`src/hw/rtl/rct_pkg.sv`:
```
`default_nettype none

package rct_pkg;

    // Timebase width and the fixed widths of the register and result fields
    localparam int TICK_BITS_DEF = 24;
    localparam int CFG_TICK_W    = 24;
    localparam int COUNT_W       = 8;
    localparam int SUM_W         = 32;
    localparam int MEAS_W        = 24;
    localparam int CFG_W         = 24;
    localparam int CFG_IDX_W     = 2;
    localparam int IN_TDATA_W    = 8;
    localparam int OUT_TDATA_W   = 72;

    localparam logic [MEAS_W-1:0]  MEAS_MAX  = '1;
    localparam logic [COUNT_W-1:0] COUNT_MAX = '1;
    localparam logic [SUM_W-1:0]   SUM_MAX   = '1;

    // Register reset values
    localparam logic [CFG_TICK_W-1:0] TIMEOUT_RST = 24'd500000;
    localparam logic [CFG_TICK_W-1:0] PAUSE_RST   = 24'd1000000;
    localparam logic [COUNT_W-1:0]    TARGET_RST  = 8'd10;

    // Register indexes
    localparam logic [CFG_IDX_W-1:0] REG_TIMEOUT = 2'd0;
    localparam logic [CFG_IDX_W-1:0] REG_PAUSE   = 2'd1;
    localparam logic [CFG_IDX_W-1:0] REG_TARGET  = 2'd2;

    // Event codes reported with each result beat
    typedef enum logic [2:0] {
        EV_NONE    = 3'd0,
        EV_START   = 3'd1,
        EV_MEASURE = 3'd2,
        EV_TIMEOUT = 3'd3,
        EV_SKIP    = 3'd4
    } event_t;

    typedef struct packed {
        logic [CFG_TICK_W-1:0] timeout_ticks;
        logic [CFG_TICK_W-1:0] pause_ticks;
        logic [COUNT_W-1:0]    target_count;
    } cfg_t;

    // One result item, finished flag in the top bit
    typedef struct packed {
        logic               finished;
        logic [SUM_W-1:0]   total_ticks;
        logic [COUNT_W-1:0] good_count;
        logic [MEAS_W-1:0]  measured_ticks;
        event_t             event_res;
        logic               relay_on;
    } result_t;

endpackage

`default_nettype wire

```
`src/hw/rtl/rct_cfg.sv`:
```
`default_nettype none

module rct_cfg
(
    input  wire logic                          clk,
    input  wire logic                          rst_n,
    input  wire logic                          cfg_wr_en,
    input  wire logic [rct_pkg::CFG_IDX_W-1:0] cfg_index,
    input  wire logic [rct_pkg::CFG_W-1:0]     cfg_wdata,
    output rct_pkg::cfg_t                      cfg
);
    import rct_pkg::*;

    cfg_t cfg_reg;

    // Write the addressed register; unknown indexes are dropped
    always_ff @(posedge clk or negedge rst_n)
    begin
        if (!rst_n)
        begin
            cfg_reg.timeout_ticks <= TIMEOUT_RST;
            cfg_reg.pause_ticks   <= PAUSE_RST;
            cfg_reg.target_count  <= TARGET_RST;
        end
        else if (cfg_wr_en)
        begin
            unique case (cfg_index)
                REG_TIMEOUT: cfg_reg.timeout_ticks <= cfg_wdata[CFG_TICK_W-1:0];
                REG_PAUSE:   cfg_reg.pause_ticks   <= cfg_wdata[CFG_TICK_W-1:0];
                REG_TARGET:  cfg_reg.target_count  <= cfg_wdata[COUNT_W-1:0];
                default:     ;
            endcase
        end
    end

    assign cfg = cfg_reg;

endmodule

`default_nettype wire

```
`src/hw/rtl/rct_core.sv`:
```
`default_nettype none

module rct_core
#(
    parameter int TICK_BITS = rct_pkg::TICK_BITS_DEF
)
(
    input  wire logic         clk,
    input  wire logic         rst_n,
    input  wire logic         tick,
    input  wire logic         contact_closed,
    input  wire logic         close_edge,
    input  rct_pkg::cfg_t     cfg,
    output rct_pkg::result_t  result,
    output logic              done
);
    import rct_pkg::*;

    localparam int CMP_W = (TICK_BITS > CFG_TICK_W) ? TICK_BITS : CFG_TICK_W;
    localparam logic [TICK_BITS-1:0] TICK_MAX = '1;

    typedef enum logic [1:0] {
        PH_START,
        PH_WAIT,
        PH_PAUSE,
        PH_DONE
    } phase_t;

    phase_t               phase_reg, phase_next;
    logic [TICK_BITS-1:0] elapsed_reg, elapsed_next;
    logic [COUNT_W-1:0]   count_reg, count_next;
    logic [SUM_W-1:0]     sum_reg, sum_next;
    logic                 drive_reg, drive_next;

    logic [TICK_BITS-1:0] elapsed_inc;
    logic                 at_max;
    logic [CMP_W-1:0]     elapsed_cmp;
    logic [MEAS_W-1:0]    meas_sat;
    logic [SUM_W:0]       sum_wide;
    logic [COUNT_W-1:0]   count_inc;
    logic [MEAS_W-1:0]    meas;
    event_t               ev;

    // Saturating tick count and its derived values
    assign at_max      = (elapsed_reg == TICK_MAX);
    assign elapsed_inc = at_max ? elapsed_reg : elapsed_reg + 1'b1;
    assign elapsed_cmp = CMP_W'(elapsed_inc);
    assign meas_sat    = (elapsed_cmp > CMP_W'(MEAS_MAX)) ? MEAS_MAX
                                                          : MEAS_W'(elapsed_cmp);
    assign sum_wide    = {1'b0, sum_reg} + (SUM_W+1)'(meas_sat);
    assign count_inc   = (count_reg == COUNT_MAX) ? count_reg : count_reg + 1'b1;

    // Phase sequencing for one tick
    always_comb
    begin
        phase_next   = phase_reg;
        elapsed_next = elapsed_reg;
        count_next   = count_reg;
        sum_next     = sum_reg;
        drive_next   = drive_reg;
        ev           = EV_NONE;
        meas         = '0;
        unique case (phase_reg)
            PH_START:
            begin
                elapsed_next = '0;
                if (contact_closed)
                begin
                    phase_next = PH_PAUSE;
                    ev         = EV_SKIP;
                end
                else
                begin
                    drive_next = 1'b1;
                    phase_next = PH_WAIT;
                    ev         = EV_START;
                end
            end
            PH_WAIT:
            begin
                elapsed_next = elapsed_inc;
                if (close_edge)
                begin
                    meas         = meas_sat;
                    drive_next   = 1'b0;
                    count_next   = count_inc;
                    sum_next     = sum_wide[SUM_W] ? SUM_MAX : sum_wide[SUM_W-1:0];
                    elapsed_next = '0;
                    phase_next   = (count_inc >= cfg.target_count) ? PH_DONE : PH_PAUSE;
                    ev           = EV_MEASURE;
                end
                else if (elapsed_cmp >= CMP_W'(cfg.timeout_ticks) ||
                         elapsed_inc == TICK_MAX)
                begin
                    drive_next   = 1'b0;
                    elapsed_next = '0;
                    phase_next   = PH_PAUSE;
                    ev           = EV_TIMEOUT;
                end
            end
            PH_PAUSE:
            begin
                elapsed_next = elapsed_inc;
                if (elapsed_cmp >= CMP_W'(cfg.pause_ticks) || elapsed_inc == TICK_MAX)
                begin
                    phase_next = PH_START;
                end
            end
            PH_DONE:
            begin
                drive_next = 1'b0;
            end
            default:
            begin
                phase_next = PH_DONE;
            end
        endcase
    end

    // Advance the state on each accepted tick
    always_ff @(posedge clk or negedge rst_n)
    begin
        if (!rst_n)
        begin
            phase_reg   <= PH_START;
            elapsed_reg <= '0;
            count_reg   <= '0;
            sum_reg     <= '0;
            drive_reg   <= 1'b0;
        end
        else if (tick)
        begin
            phase_reg   <= phase_next;
            elapsed_reg <= elapsed_next;
            count_reg   <= count_next;
            sum_reg     <= sum_next;
            drive_reg   <= drive_next;
        end
    end

    // Result of this tick, taken from the state it leaves behind
    assign result.relay_on       = drive_next;
    assign result.event_res      = ev;
    assign result.measured_ticks = meas;
    assign result.good_count     = count_next;
    assign result.total_ticks    = sum_next;
    assign result.finished       = (phase_next == PH_DONE);

    assign done = (phase_reg == PH_DONE);

endmodule

`default_nettype wire

```
`src/hw/rtl/rct_skid.sv`:
```
`default_nettype none

module rct_skid
(
    input  wire logic        clk,
    input  wire logic        rst_n,
    input  wire logic        push,
    input  rct_pkg::result_t push_data,
    output logic             ready,
    output logic             out_valid,
    input  wire logic        out_ready,
    output rct_pkg::result_t out_data,
    output logic             skid_full
);
    import rct_pkg::*;

    logic    out_valid_reg;
    logic    skid_valid_reg;
    result_t out_data_reg;
    result_t skid_data_reg;
    logic    out_take;

    assign out_take = out_valid_reg & out_ready;
    assign ready    = ~skid_valid_reg;

    // Control: output stage first, spill into the skid stage on a stall
    always_ff @(posedge clk or negedge rst_n)
    begin
        if (!rst_n)
        begin
            out_valid_reg  <= 1'b0;
            skid_valid_reg <= 1'b0;
        end
        else if (skid_valid_reg)
        begin
            if (out_take)
            begin
                skid_valid_reg <= 1'b0;
            end
        end
        else if (push)
        begin
            if (out_valid_reg && !out_take)
            begin
                skid_valid_reg <= 1'b1;
            end
            else
            begin
                out_valid_reg <= 1'b1;
            end
        end
        else if (out_take)
        begin
            out_valid_reg <= 1'b0;
        end
    end

    // Payload: no reset needed
    always_ff @(posedge clk)
    begin
        if (skid_valid_reg)
        begin
            if (out_take)
            begin
                out_data_reg <= skid_data_reg;
            end
        end
        else if (push)
        begin
            if (out_valid_reg && !out_take)
            begin
                skid_data_reg <= push_data;
            end
            else
            begin
                out_data_reg <= push_data;
            end
        end
    end

    assign out_valid = out_valid_reg;
    assign out_data  = out_data_reg;
    assign skid_full = skid_valid_reg;

endmodule

`default_nettype wire

```
`src/hw/rtl/relay_closing_time_tester.sv`:
```
// Relay closing-time tester: one timebase tick in, one status beat out.
// A result beat is registered in the output stage, or in the skid stage behind a stalled one.
// Throughput: one tick per cycle while tready is high; tready falls while the skid stage is full.
// The state update for a tick is a single pass of compare/add logic in the core.
// Reset (rst_n, asynchronous) clears phase, counters, total and relay drive and
// loads the register defaults; no clearing pass is needed.
`default_nettype none

module relay_closing_time_tester
#(
    parameter int TICK_BITS = rct_pkg::TICK_BITS_DEF
)
(
    input  wire logic                            clk,
    input  wire logic                            rst_n,
    // Configuration write port
    input  wire logic                            cfg_wr_en,
    input  wire logic [rct_pkg::CFG_IDX_W-1:0]   cfg_index,
    input  wire logic [rct_pkg::CFG_W-1:0]       cfg_wdata,
    // Tick stream in
    input  wire logic                            s_axis_tvalid,
    output logic                                 s_axis_tready,
    // [0] contact_closed, [1] close_edge, [7:2] zero
    input  wire logic [rct_pkg::IN_TDATA_W-1:0]  s_axis_tdata,
    // Status stream out
    output logic                                 m_axis_tvalid,
    input  wire logic                            m_axis_tready,
    // [0] relay_on, [3:1] event_res, [27:4] measured_ticks, [35:28] good_count,
    // [67:36] total_ticks, [68] finished, [71:69] zero
    output logic [rct_pkg::OUT_TDATA_W-1:0]      m_axis_tdata
);
    import rct_pkg::*;

    localparam int RES_W = $bits(result_t);

    cfg_t    cfg;
    result_t core_result;
    result_t out_result;
    logic    tick;
    logic    done;
    logic    skid_full;

    assign tick = s_axis_tvalid & s_axis_tready;

    // Register bank
    rct_cfg u_cfg
    (
        .clk       (clk),
        .rst_n     (rst_n),
        .cfg_wr_en (cfg_wr_en),
        .cfg_index (cfg_index),
        .cfg_wdata (cfg_wdata),
        .cfg       (cfg)
    );

    // Phase sequencer and accumulators
    rct_core #(
        .TICK_BITS (TICK_BITS)
    ) u_core
    (
        .clk            (clk),
        .rst_n          (rst_n),
        .tick           (tick),
        .contact_closed (s_axis_tdata[0]),
        .close_edge     (s_axis_tdata[1]),
        .cfg            (cfg),
        .result         (core_result),
        .done           (done)
    );

    // Result register with skid stage
    rct_skid u_skid
    (
        .clk       (clk),
        .rst_n     (rst_n),
        .push      (tick),
        .push_data (core_result),
        .ready     (s_axis_tready),
        .out_valid (m_axis_tvalid),
        .out_ready (m_axis_tready),
        .out_data  (out_result),
        .skid_full (skid_full)
    );

    assign m_axis_tdata = {(OUT_TDATA_W-RES_W)'(0), out_result};

    // Skid stage only fills behind a waiting output beat
    a_skid_behind_out: assert property (@(posedge clk) disable iff (!rst_n)
        skid_full |-> m_axis_tvalid)
        else $error("skid stage holds a beat while output stage is empty");

    // Done phase is final
    a_done_sticky: assert property (@(posedge clk) disable iff (!rst_n)
        done |=> done)
        else $error("tester left the done phase");

    // The output holds a valid beat in the cycle after every accepted tick
    a_tick_gives_beat: assert property (@(posedge clk) disable iff (!rst_n)
        tick |=> m_axis_tvalid)
        else $error("accepted tick produced no result beat");

    // The relay is never driven in a result that reports finished
    a_off_when_finished: assert property (@(posedge clk) disable iff (!rst_n)
        (m_axis_tvalid && out_result.finished) |-> !out_result.relay_on)
        else $error("relay driven after finish");

endmodule

`default_nettype wire

```
`config.mk`:
```
export PLATFORM = sky130hd
export DESIGN_NAME = relay_closing_time_tester
export DESIGN_NICKNAME = d
export VERILOG_FILES = /design/src/hw/rtl/rct_pkg.sv /design/src/hw/rtl/rct_cfg.sv /design/src/hw/rtl/rct_core.sv /design/src/hw/rtl/rct_skid.sv /design/src/hw/rtl/relay_closing_time_tester.sv
export SDC_FILE = /design/constraint.sdc
export NUM_CORES = 1
export LEC_CHECK = 0
export BUFFER_PORTS_ARGS = -buffer_cell sky130_fd_sc_hd__buf_4
export CORE_MARGIN = 5
export CORE_UTILIZATION = 55
export DETAILED_ROUTE_END_ITERATION = 7
export GPL_TIMING_DRIVEN = 0
export HOLD_SLACK_MARGIN = 0.02
export PLACE_DENSITY = 0.81
export SETUP_SLACK_MARGIN = 0.15
export SLEW_MARGIN = 20
export SYNTH_ARGS = -nofsm -noshare
export SYNTH_HDL_FRONTEND = slang
export SYNTH_HIERARCHICAL = 1
export SYNTH_SLANG_ARGS = --single-unit
```
`constraint.sdc`:
```
create_clock -name clk -period 10.2 [get_ports clk]
set_input_delay 1.02 -clock clk [delete_from_list [all_inputs] [get_ports clk]]
set_output_delay 1.02 -clock clk [all_outputs]
set_load 0.01 [all_outputs]
```
==> metrics.txt <==
outcome=finished clean; layout cells sized above 1=about 24%; Initial DRC Count=between 900 and 1,000; GP Congestion=a little under 1; PostCTS Resize Cnt=0; fin. max-slew vios=0; Ys Warns=6; CTS tree=built; syn_area_per_cell=11.61 µm²; RSZ-0062 raised after global routing=false; port bufs=between 100 and 150; TritonCTS Buffers=28; Post-synth top flop=edfxtp_1; post-layout net count=between 1,500 and 2,000; FFs w/ async S/R, synth=about 48%; Worst-Skew Late Latency=around 540 ps; worst setup path category=register to register; Largest stage delay, worst path=a little over 800 ps; Commonest cells post-synth=138 x edfxtp_1, 109 x dfrtp_1, 91 x inv_1; Syn Inst Count=roughly 1,300; Reg clk slew, reported paths=~60 ps; CP Cell Sequence=clkbuf_1, nand3_1, nor4_1, nand2_1, or3_1, xnor2_1, ha_1, o211ai_1, a211o_1, a21oi_1, and4b_1, nor3_1, o21ai_0, nor2b_1, mux2_2, mux2_2; all-layer global routing usage=23.04%; Post-CTS Setup Inserts=0; FMAX=about 0.15 GHz; Final ANT Viol Nets=0; reg-to-reg slack, setup=3640 ps; hold buffers post-CTS=0; WL/cell=about 20 µm; Area contributors post-synth=edfxtp_1 28%, dfrtp_1 19%, ha_1 7.4%; Worst Path Required=10,490 ps; CTS max path bufs=3; slew margin rel.=between 20% and 30%; n_diodes=0; crit path max-delay cell type=nor4_1; Max-cap violations=0; antenna violations before repair=1; Die Y-Extent=173.2 µm; area leader, netlist=edfxtp_1; clock skew=about 12 ps; Slew @ Worst Pin=between 1000 and 1500 ps; Max Fanout on Critical Path=9; core area=~26,000 µm²; clock sinks=~260; GRT overflow=0; min Tclk post-route=about 6600 ps; global-route wire length before repair=56,640 µm; met3 usage=4.563%; IO Count=113; largest net degree at the start of global routing=75; crit path to=u_skid/out_data[67]; design area=approximately 17,000 µm²; most common cell in the synthesized netlist=edfxtp_1; root buffer cell=clkbuf_16; routed wire length=~35,000 µm; P&R area growth vs syn=15.92%; peak supply drop=between 0.1 and 0.15 mV; Post-DP Area=between 15,000 and 20,000 µm²; Avg Vias per Cell=slightly below 6; final hold viol count=0; Setup TNS=0 ps; Yosys cell types=73; grt peak-use layer=met2; post-DP HPWL=between 20,000 and 30,000 µm; Setup-failing EPs final=0; Starting Density=between 50% and 60%; leakage=7.577 nW; Crit path arrival time=between 6000 and 7000 ps; FP Rows=59; M2 GR Usage=37.87%; Setup crit start kind=register; post-synth top area share=28.30%; DRC=0; most used cell along the critical path=mux2_2; period utilization=between 60% and 70%; reg-to-reg endpoint=u_skid/out_data[67]; register area share after synthesis=between 40% and 50%; H-tree Lvls=1; vias post-DR=~11,000; die footprint=about 30,000 µm²; Post-Syn Area=about 15,000 µm²; FF-to-FF path depth=16; die width=173.2 µm; post-synthesis register bit count=roughly 260; worst r2r src=u_core/elapsed_reg[0]; PwrDens=approximately 250 nW/µm²; CP Capture Type=register; met1 Use GR=between 30% and 40%; worst setup path start=u_core/elapsed_reg[0]; Post-synth EDFFs=around 140; class of the worst hold path=primary input to asynchronous set/reset pin; vias in the first global route=~11,000; Pre-Repair DR Iteration Count=5
placed cells by master, fill, tap and decap left out, types with 43 or more instances in the layout:
cell / synthesis / layout
nor2_1: 83 / 83
inv_1: 91 / 91
a21oi_1: 62 / 62
ha_1: 87 / 87
dfrtp_1: 109 / 109
mux2_4: 57 / 57
edfxtp_1: 138 / 138
nand2_1: 82 / 82
buf_4: 4 / 113
o22a_1: 43 / 43
mux2_2: 76 / 76
area by class of cell:
| class | count | area, µm² |
|---|---|---|
| tap | 335 | 419.2 |
| inverter | 91 | 341.6 |
| fill | 1985 | 9158 |
| multi-input combinational | 852 | 6710 |
| sequential | 263 | 7292 |
| buffer | 57 | 330.3 |
| clock buffer | 40 | 807.0 |
| timing repair buffer | 115 | 954.7 |
| clock inverter | 12 | 120.1 |
report_power, final:
| part | switching (W) | internal (W) |
|---|---|---|
| logic | 0.000818 | 0.000748 |
| clock network | 0.000412 | 0.000600 |
| registers | 0.000141 | 0.00148 |
per-stage QoR:
stage / power (W) / hold WS, ps / cells / util (%) / worst slack, ps
5_1_grt: 0.004430 / 426.6 / 1765 / 64.96 / 3374
6_report: 0.004199 / 405.2 / 1765 / 64.96 / 3644
2_1_floorplan: 0.002651 / 458.1 / 1263 / - / 3581
4_1_cts: 0.004228 / 411.5 / 1765 / 64.96 / 3880
3_5_place_dp: 0.003197 / 493.5 / 1713 / 61.41 / 3905
3_3_place_gp: 0.003103 / 471.7 / 1701 / 60.63 / 894.4
critical path, delay by kind of cell, from the launching register on:
family / cells / cell delay, ps
flops: 1 / 360
fa+ha+maj: 1 / 300
buf+inv: 1 / 280
compound gates: 4 / 1100
xor+xnor: 1 / 710
mux: 2 / 650
simple gates: 7 / 2920
per-layer routing:
layer | vias up | wire length (µm)
met2 | 399 | 16780
met5 | - | 11
met4 | 2 | 1139
met3 | 82 | 2389
met1 | 5139 | 14900
li1 | 4896 | -
worst min path at each step:
stage,startpoint,cells past startpoint,slack [ps],end
floorplan,u_cfg/cfg[55],1,460,u_cfg/cfg[55]
global placement,u_cfg/cfg[55],1,470,u_cfg/cfg[55]
detailed placement,u_cfg/cfg[11],1,490,u_cfg/cfg[11]
CTS,rst_n,1,410,u_cfg/cfg[54]
global route,rst_n,1,430,u_cfg/cfg[29]
finish,rst_n,1,410,u_cfg/cfg[54]
cell families after synthesis:
group	after synthesis	synth area share (%)
flops	263	49.79
simple gates	313	10.76
compound gates	261	12.29
fa+ha+maj	88	7.570
other cells	1	0.02561
mux	139	12.11
xor+xnor	48	2.871
buf+inv	148	4.588
Power figures use the tool's default switching activity.
